[src/rtl/dllc_pkg.sv]
// shared constants and types of the deadband lead-lag controller
`default_nettype none

package dllc_pkg;

	// fixed field widths
	localparam int SETPOINT_W  = 9;
	localparam int ANGLE_FRAC  = 7;
	localparam int SP_SCALED_W = SETPOINT_W + ANGLE_FRAC;
	localparam int DEADBAND_W  = 15;
	localparam int GAIN_W      = 16;
	localparam int CMD_W       = 32;
	localparam int CFG_IDX_W   = 3;

	// parameter defaults
	localparam int DATA_WIDTH_DEF     = 16;
	localparam int COEF_FRAC_BITS_DEF = 12;

	// reset values
	localparam logic [DEADBAND_W-1:0]    DEADBAND_RST  = 15'd128;
	localparam logic signed [GAIN_W-1:0] GAIN_FB_RST   = 16'sd3502;
	localparam logic signed [GAIN_W-1:0] GAIN_NOW_RST  = 16'sd30720;
	localparam logic signed [GAIN_W-1:0] GAIN_PREV_RST = 16'sd28262;

	typedef enum logic [CFG_IDX_W-1:0] {
		REG_DEADBAND      = 3'd0,
		REG_DUTY_MAX      = 3'd1,
		REG_DUTY_MIN      = 3'd2,
		REG_SHUTDOWN      = 3'd3,
		REG_GAIN_FEEDBACK = 3'd4,
		REG_GAIN_NOW      = 3'd5,
		REG_GAIN_PREV     = 3'd6
	} reg_idx_t;

	typedef struct packed {
		logic signed [GAIN_W-1:0] feedback;
		logic signed [GAIN_W-1:0] now;
		logic signed [GAIN_W-1:0] prev;
	} gains_t;

endpackage

`default_nettype wire

[src/rtl/dllc_ifs.sv]
// valid/ready channels carrying sample and result words
`default_nettype none

interface dllc_sample_if #(
	parameter int DATA_WIDTH = dllc_pkg::DATA_WIDTH_DEF
);
	logic                                  valid;
	logic                                  ready;
	logic signed [DATA_WIDTH-1:0]          angle;
	logic signed [dllc_pkg::SETPOINT_W-1:0] setpoint;

	modport source (output valid, output angle, output setpoint, input ready);
	modport sink   (input valid, input angle, input setpoint, output ready);
endinterface

interface dllc_result_if #(
	parameter int DATA_WIDTH = dllc_pkg::DATA_WIDTH_DEF
);
	logic                         valid;
	logic                         ready;
	logic signed [DATA_WIDTH-1:0] duty;

	modport source (output valid, output duty, input ready);
	modport sink   (input valid, input duty, output ready);
endinterface

`default_nettype wire

[src/rtl/dllc_law.sv]
// lead-lag difference equation: three products, rounding and 32-bit saturation
`default_nettype none

module dllc_law #(
	parameter int DATA_WIDTH     = dllc_pkg::DATA_WIDTH_DEF,
	parameter int COEF_FRAC_BITS = dllc_pkg::COEF_FRAC_BITS_DEF
) (
	input  wire dllc_pkg::gains_t gains,
	input  wire logic signed [((DATA_WIDTH > dllc_pkg::SP_SCALED_W) ? DATA_WIDTH
		: dllc_pkg::SP_SCALED_W) + 1:0] err,
	input  wire logic signed [((DATA_WIDTH > dllc_pkg::SP_SCALED_W) ? DATA_WIDTH
		: dllc_pkg::SP_SCALED_W) + 1:0] last_error,
	input  wire logic signed [dllc_pkg::CMD_W-1:0] last_command,
	output logic signed [dllc_pkg::CMD_W-1:0] command
);

	localparam int ERR_W  = ((DATA_WIDTH > dllc_pkg::SP_SCALED_W) ? DATA_WIDTH
		: dllc_pkg::SP_SCALED_W) + 2;
	localparam int PFB_W  = dllc_pkg::GAIN_W + dllc_pkg::CMD_W;
	localparam int PERR_W = dllc_pkg::GAIN_W + ERR_W;
	localparam int SUM_W  = ((PFB_W > PERR_W) ? PFB_W : PERR_W) + 2;
	localparam int HI_W   = SUM_W - dllc_pkg::CMD_W + 1;
	localparam logic signed [SUM_W-1:0] HALF = SUM_W'(64'd1 << (COEF_FRAC_BITS - 1));

	logic signed [PFB_W-1:0]  p_fb;
	logic signed [PERR_W-1:0] p_now;
	logic signed [PERR_W-1:0] p_prev;
	logic signed [SUM_W-1:0]  sum;
	logic signed [SUM_W-1:0]  rnd;
	logic [HI_W-1:0]          hi;

	assign p_fb   = gains.feedback * last_command;
	assign p_now  = gains.now * err;
	assign p_prev = gains.prev * last_error;

	assign sum = SUM_W'(p_fb) + SUM_W'(p_now) - SUM_W'(p_prev) + HALF;
	// floor shift gives round half up
	assign rnd = sum >>> COEF_FRAC_BITS;
	assign hi  = rnd[SUM_W-1:dllc_pkg::CMD_W-1];

	always_comb begin
		if ((&hi) || !(|hi)) begin
			command = rnd[dllc_pkg::CMD_W-1:0];
		end else if (rnd[SUM_W-1]) begin
			command = {1'b1, {(dllc_pkg::CMD_W-1){1'b0}}};
		end else begin
			command = {1'b0, {(dllc_pkg::CMD_W-1){1'b1}}};
		end
	end

endmodule

`default_nettype wire

[src/rtl/deadband_lead_lag_controller.sv]
// top level of the deadband lead-lag controller
//
// One sample word is taken per clock while the result side is not stalled; its duty word
// passes through the first register, which holds the deadbanded error, and the second,
// which holds the clamped duty. Throughput is one word per cycle without stalls, set by the
// loop from the stored command through the feedback multiply, rounding and saturation back
// into the stored command. A stalled result lets one more sample into the empty first
// register and then stops the input.
// Registers are to be written through cfg_we/cfg_index/cfg_data only while no word is in
// flight; the block itself does not enforce this. Unknown indexes are ignored.
`default_nettype none

module deadband_lead_lag_controller #(
	parameter int DATA_WIDTH     = dllc_pkg::DATA_WIDTH_DEF,
	parameter int COEF_FRAC_BITS = dllc_pkg::COEF_FRAC_BITS_DEF
) (
	input  wire logic clk,
	input  wire logic arst_n,
	input  wire logic cfg_we,
	input  wire logic [dllc_pkg::CFG_IDX_W-1:0] cfg_index,
	input  wire logic [((DATA_WIDTH > dllc_pkg::GAIN_W) ? DATA_WIDTH
		: dllc_pkg::GAIN_W)-1:0] cfg_data,
	dllc_sample_if.sink   sample,
	dllc_result_if.source result
);

	localparam int ERR_W = ((DATA_WIDTH > dllc_pkg::SP_SCALED_W) ? DATA_WIDTH
		: dllc_pkg::SP_SCALED_W) + 2;
	localparam int CMD_W = dllc_pkg::CMD_W;
	localparam logic signed [DATA_WIDTH-1:0] DUTY_MAX_RST = {1'b0, {(DATA_WIDTH-1){1'b1}}};
	localparam logic signed [DATA_WIDTH-1:0] DUTY_MIN_RST = {1'b1, {(DATA_WIDTH-1){1'b0}}};

	// configuration registers
	logic [dllc_pkg::DEADBAND_W-1:0] deadband_q;
	logic signed [DATA_WIDTH-1:0]    duty_max_q;
	logic signed [DATA_WIDTH-1:0]    duty_min_q;
	logic                            shutdown_q;
	dllc_pkg::gains_t                gains_q;

	always_ff @(posedge clk or negedge arst_n) begin
		if (!arst_n) begin
			deadband_q       <= dllc_pkg::DEADBAND_RST;
			duty_max_q       <= DUTY_MAX_RST;
			duty_min_q       <= DUTY_MIN_RST;
			shutdown_q       <= 1'b0;
			gains_q.feedback <= dllc_pkg::GAIN_FB_RST;
			gains_q.now      <= dllc_pkg::GAIN_NOW_RST;
			gains_q.prev     <= dllc_pkg::GAIN_PREV_RST;
		end else if (cfg_we) begin
			case (dllc_pkg::reg_idx_t'(cfg_index))
				dllc_pkg::REG_DEADBAND:      deadband_q <= cfg_data[dllc_pkg::DEADBAND_W-1:0];
				dllc_pkg::REG_DUTY_MAX:      duty_max_q <= cfg_data[DATA_WIDTH-1:0];
				dllc_pkg::REG_DUTY_MIN:      duty_min_q <= cfg_data[DATA_WIDTH-1:0];
				dllc_pkg::REG_SHUTDOWN:      shutdown_q <= cfg_data[0];
				dllc_pkg::REG_GAIN_FEEDBACK: gains_q.feedback <= cfg_data[dllc_pkg::GAIN_W-1:0];
				dllc_pkg::REG_GAIN_NOW:      gains_q.now <= cfg_data[dllc_pkg::GAIN_W-1:0];
				dllc_pkg::REG_GAIN_PREV:     gains_q.prev <= cfg_data[dllc_pkg::GAIN_W-1:0];
				default: begin
				end
			endcase
		end
	end

	// error and deadband on the incoming word
	logic signed [dllc_pkg::SP_SCALED_W-1:0] sp_scaled;
	logic signed [ERR_W-1:0]                 err_raw;
	logic [ERR_W-1:0]                        err_mag;
	logic signed [ERR_W-1:0]                 err_db;

	assign sp_scaled = {sample.setpoint, {dllc_pkg::ANGLE_FRAC{1'b0}}};
	assign err_raw   = ERR_W'(sp_scaled) - ERR_W'(sample.angle);
	assign err_mag   = err_raw[ERR_W-1] ? ERR_W'(-err_raw) : ERR_W'(err_raw);
	assign err_db    = (err_mag < ERR_W'(deadband_q)) ? '0 : err_raw;

	// pipeline control
	logic                    valid_s1;
	logic signed [ERR_W-1:0] err_s1;
	logic                    valid_s2;
	logic signed [DATA_WIDTH-1:0] duty_s2;
	logic                    adv_out;
	logic                    take_s1;
	logic                    accept;

	assign adv_out      = !valid_s2 || result.ready;
	assign take_s1      = valid_s1 && adv_out;
	assign sample.ready = !valid_s1 || adv_out;
	assign accept       = sample.valid && sample.ready;

	// recursion state
	logic signed [ERR_W-1:0] last_error_q;
	logic signed [CMD_W-1:0] last_command_q;
	logic signed [CMD_W-1:0] command;

	dllc_law #(
		.DATA_WIDTH     (DATA_WIDTH),
		.COEF_FRAC_BITS (COEF_FRAC_BITS)
	) u_law (
		.gains        (gains_q),
		.err          (err_s1),
		.last_error   (last_error_q),
		.last_command (last_command_q),
		.command      (command)
	);

	// clamp: upper limit first, then lower, so inverted limits give duty_min
	logic signed [CMD_W-1:0]      lim_hi;
	logic signed [CMD_W-1:0]      lim_lo;
	logic signed [CMD_W-1:0]      clamped;
	logic signed [DATA_WIDTH-1:0] duty_next;

	assign lim_hi = CMD_W'(duty_max_q);
	assign lim_lo = CMD_W'(duty_min_q);

	always_comb begin
		clamped = command;
		if (clamped > lim_hi) begin
			clamped = lim_hi;
		end
		if (clamped < lim_lo) begin
			clamped = lim_lo;
		end
		duty_next = shutdown_q ? '0 : clamped[DATA_WIDTH-1:0];
	end

	always_ff @(posedge clk or negedge arst_n) begin
		if (!arst_n) begin
			valid_s1       <= 1'b0;
			valid_s2       <= 1'b0;
			last_error_q   <= '0;
			last_command_q <= '0;
		end else begin
			if (accept) begin
				valid_s1 <= 1'b1;
			end else if (take_s1) begin
				valid_s1 <= 1'b0;
			end
			if (take_s1) begin
				valid_s2       <= 1'b1;
				last_error_q   <= err_s1;
				last_command_q <= command;
			end else if (result.ready) begin
				valid_s2 <= 1'b0;
			end
		end
	end

	always_ff @(posedge clk) begin
		if (accept) begin
			err_s1 <= err_db;
		end
		if (take_s1) begin
			duty_s2 <= duty_next;
		end
	end

	assign result.valid = valid_s2;
	assign result.duty  = duty_s2;

endmodule

`default_nettype wire

[src/flat_wrapper.sv]
// flat-port wrapper written by rule: the top's interface ports become plain ports
module deadband_lead_lag_controller_flat 
#(
	parameter int DATA_WIDTH     = dllc_pkg::DATA_WIDTH_DEF,
	parameter int COEF_FRAC_BITS = dllc_pkg::COEF_FRAC_BITS_DEF
)
  (clk, arst_n, cfg_we, cfg_index, cfg_data, sample_valid, sample_angle, sample_setpoint, sample_ready, result_valid, result_duty, result_ready);
  dllc_sample_if #(.DATA_WIDTH(DATA_WIDTH)) sample_i ();
  dllc_result_if #(.DATA_WIDTH(DATA_WIDTH)) result_i ();
  input  wire logic clk;
  input  wire logic arst_n;
  input  wire logic cfg_we;
  input  wire logic [dllc_pkg::CFG_IDX_W-1:0] cfg_index;
  input  wire logic [((DATA_WIDTH > dllc_pkg::GAIN_W) ? DATA_WIDTH
		: dllc_pkg::GAIN_W)-1:0] cfg_data;
  input wire logic [$bits(sample_i.valid)-1:0] sample_valid;
  input wire logic [$bits(sample_i.angle)-1:0] sample_angle;
  input wire logic [$bits(sample_i.setpoint)-1:0] sample_setpoint;
  output wire logic [$bits(sample_i.ready)-1:0] sample_ready;
  output wire logic [$bits(result_i.valid)-1:0] result_valid;
  output wire logic [$bits(result_i.duty)-1:0] result_duty;
  input wire logic [$bits(result_i.ready)-1:0] result_ready;
  assign sample_i.valid = sample_valid;
  assign sample_i.angle = sample_angle;
  assign sample_i.setpoint = sample_setpoint;
  assign sample_ready = sample_i.ready;
  assign result_valid = result_i.valid;
  assign result_duty = result_i.duty;
  assign result_i.ready = result_ready;
  deadband_lead_lag_controller #(.DATA_WIDTH(DATA_WIDTH), .COEF_FRAC_BITS(COEF_FRAC_BITS)) u_core (.clk(clk), .arst_n(arst_n), .cfg_we(cfg_we), .cfg_index(cfg_index), .cfg_data(cfg_data), .sample(sample_i), .result(result_i));
endmodule
[config.mk]
export PLATFORM = sky130hd
export DESIGN_NAME = deadband_lead_lag_controller_flat
export DESIGN_NICKNAME = d
export VERILOG_FILES = /design/src/rtl/dllc_pkg.sv /design/src/rtl/dllc_ifs.sv /design/src/rtl/dllc_law.sv /design/src/rtl/deadband_lead_lag_controller.sv /design/src/flat_wrapper.sv
export SDC_FILE = /design/constraint.sdc
export NUM_CORES = 2
export LEC_CHECK = 0
export BUFFER_PORTS_ARGS = -buffer_cell sky130_fd_sc_hd__buf_2
export CAP_MARGIN = 20
export CORE_MARGIN = 2
export CORE_UTILIZATION = 65
export DETAILED_ROUTE_END_ITERATION = 10
export GPL_ROUTABILITY_DRIVEN = 0
export GPL_TIMING_DRIVEN = 0
export HOLD_SLACK_MARGIN = 0.12
export PLACE_DENSITY = 0.88
export SKIP_CTS_REPAIR_TIMING = 1
export SLEW_MARGIN = 20
export SYNTH_ARGS = -nofsm -noshare
export SYNTH_HDL_FRONTEND = slang
export SYNTH_SLANG_ARGS = --single-unit
[constraint.sdc]
create_clock -name clk -period 45.4 [get_ports clk]
set_input_delay 2.27 -clock clk [delete_from_list [all_inputs] [get_ports clk]]
set_output_delay 2.27 -clock clk [all_outputs]
set_load 0.03 [all_outputs]
==> flow_metrics.env <==
export IMPL_drc=0
export IMPL_setup_slack_ps=20960
export IMPL_drv_slew=0
export IMPL_yosys_cell_types_count=76
export IMPL_grt_usage=0.390
export IMPL_detailedPlace_worstSlack_ps=22300
export IMPL_cts_path_max_buffers=2
export IMPL_synth_area_sq_um=51700
export IMPL_critPathMostFrequentCell="fa_1"
export IMPL_ys_flop_type="dfrtp_1"
export IMPL_die_x_um=286
export IMPL_critPathCapture="u_core.result.duty[12]"
export IMPL_max_slew_margin_rel=0.160
export IMPL_seq_area_sq_um=4720
export IMPL_core_sq_um=78900
export IMPL_finalCoreUtilization=0.686
export IMPL_tritoncts="yes"
export IMPL_overflow=0
export IMPL_drive_gt1_frac=0.0481
export IMPL_crit_slowest_cell="fa_1"
export IMPL_path_depth=75
export IMPL_fillers=5416
export IMPL_multi_input_area_sq_um=41000
export IMPL_worstMarginPinSlew_ps=1260
export IMPL_grt_max_degree=93
export IMPL_drt_wirelength_per_cell_um=23.0
export IMPL_r2r_start="u_core.gains_q[9]"
export IMPL_die_area_sq_um=81800
export IMPL_synth_cells=5489
export IMPL_hold_violations=0
export IMPL_drtIter0Drc=4696
export IMPL_finalCritPeriodShare=0.538
export IMPL_cp_start_kind="flop"
export IMPL_synth_edf_count=33
export IMPL_ys_seq_area_frac=0.0912
export IMPL_required_ps=45660
export IMPL_clock_root_buffer="clkbuf_16"
export IMPL_rsz0062_at_grt="no"
export IMPL_crit_path_end_kind="flop"
export IMPL_antenna_found_initial=9
export IMPL_drt_antenna_violating_nets=0
export IMPL_cap_violations=0
export IMPL_synth_area_per_cell_sq_um=9.42
export IMPL_async_reset_ff_frac=0.817
export IMPL_critPathMaxStageDelay_ps=900
export IMPL_grt_pass1_wl_um=242000
export IMPL_r2r_slack_ps=20960
export IMPL_crit_type="flop to flop"
export IMPL_hold_class="flop to flop"
export IMPL_nNetsFinal=7203
export IMPL_cpLargestDelayFamily="adder cells"
export IMPL_core_rowCount=103
export IMPL_layout_min_cycle_time_ps=24440
export IMPL_dr_pass1_iters=8
export IMPL_grt_pass1_vias=44800
export IMPL_r2r_end="u_core.result.duty[12]"
export IMPL_setup_viol=0
export IMPL_hpwl_um=126000
export IMPL_die_h_um=286
export IMPL_syn_num_nets=7117
export IMPL_io_pins=67
export IMPL_layout_common_cells="inv_1, fa_1, nand2_1, and2_1, ha_1"
export IMPL_dpl_cell_area_sq_um=53500
export IMPL_areaGrowthSynthToFinish_pct=4.61
export IMPL_arrival_ps=24700
export IMPL_start_util=0.655
export IMPL_fmax_mhz=40.9
export IMPL_ys_ff_latch=180
export IMPL_finalClockSkew_ps=13.7
export IMPL_clock_latency_ps=480
export IMPL_ff2ff_path_depth=75
export IMPL_vias=40700
export IMPL_finalInstanceArea_sq_um=54100
export IMPL_cts_made_buffers=17
export IMPL_cp_num_buf_inv=14
export IMPL_port_buffers=62
export IMPL_final_common_cell="inv_1"
export IMPL_synth_warnings=0
export IMPL_avgViaCountPerCell=6.13
export IMPL_tns_ps=0
export IMPL_critPathMaxFanout=10
export IMPL_wirelength_um=153000
export IMPL_startpoint="u_core.gains_q[9]"
export IMPL_cts_max_level=4
export IMPL_clk_pin_slew_worst_paths_ps=80
export IMPL_clock_sinks=180
export IMPL_status="finished, final reports clean"
-- registers in the layout, summed over array words and instances, names as in the netlist --
signal                 cells
u_core.result.duty        16
u_core.last_command_q     32
u_core.err_s1             17
u_core.last_error_q       17
u_core.duty_max_q         16
u_core.duty_min_q         16
u_core.valid_s1            1
u_core.gains_q            48
u_core.result.valid        1
u_core.deadband_q         15
u_core.shutdown_q          1
-- worst min path at each step --
stage	startpoint	endpoint	slack, ps	cells after the start
2_1_floorplan	u_core.valid_s1	u_core.result.valid	460	1
3_3_place_gp	u_core.valid_s1	u_core.result.valid	460	1
3_5_place_dp	u_core.valid_s1	u_core.result.valid	510	1
4_1_cts	u_core.valid_s1	u_core.result.valid	510	1
5_1_grt	u_core.valid_s1	u_core.result.valid	540	1
6_report	u_core.valid_s1	u_core.result.valid	510	1
-- final cells by class --
cell class                      count  area share
Antenna cell                        8    0.000370
Buffer                            225      0.0161
Clock buffer                       17     0.00787
Clock inverter                     15     0.00338
Inverter                         1369      0.0950
Multi-Input combinational cell   3715       0.758
Sequential cell                   180      0.0872
Tap cell                         1050      0.0243
Timing Repair Buffer               67     0.00759
-- per-layer routing --
layer	part of all wire	wire, um	up-vias	track usage
li1	-	-	16400	-
met3	0.14	21700	1085	0.134
met5	0.00044	68	-	0
met2	0.45	68200	3180	0.595
met1	0.32	48600	20000	0.462
met4	0.095	14500	10	0.286
-- worst register-to-register path, delay by kind of cell, from the launching register on --
kind,cells,cell delay [ps]
buffers and inverters,14,4200
xor gates and xnor gates,1,420
muxes,1,760
AOI/OAI and AO/OA,26,6090
and+or+nand+nor,15,3740
DFF,1,520
adders and majority gates,18,8520
-- cell usage after synthesis, drive strengths merged (14+ instances only) --
library cell | number | area share
a21bo | 14 | 0.0027
ha | 348 | 0.084
clkbuf | 212 | 0.015
o21bai | 16 | 0.0023
xnor2 | 79 | 0.013
o31ai | 17 | 0.0025
a31oi | 17 | 0.0022
edfxtp | 33 | 0.019
nand3 | 25 | 0.0024
a211oi | 20 | 0.0031
inv | 1369 | 0.099
a21oi | 119 | 0.012
and2 | 364 | 0.044
nor2 | 104 | 0.0076
o21ai | 101 | 0.0098
dfstp | 38 | 0.019
o21a | 15 | 0.0022
nor2b | 20 | 0.0024
nand2b | 60 | 0.0073
dfrtp | 109 | 0.053
a21o | 61 | 0.0089
xor2 | 44 | 0.0075
nor3 | 33 | 0.0032
nand4 | 29 | 0.0035
fa | 1231 | 0.48
nand2 | 782 | 0.057
mux2 | 86 | 0.019
-- per-stage QoR --
step | hold slack [ps] | instances
after global placement | 465 | 6601
after floorplan | 457 | 5489
after CTS | 514 | 6638
after global routing | 537 | 6638
final | 514 | 6646
after detailed placement | 506 | 6606
-- logic make-up after synthesis --
logic type,Yosys count,synth area share
AO/OA/AOI/OAI,455,0.0573
XOR/XNOR,123,0.0208
adder cells (fa/ha/maj),1579,0.561
buffers and inverters,1594,0.116
flip-flops,180,0.0912
multiplexers,88,0.0191
AND/OR/NAND/NOR,1470,0.134
Power is not shown: default switching activity piles up to over one toggle a cycle in this logic, so the estimate is an artifact.
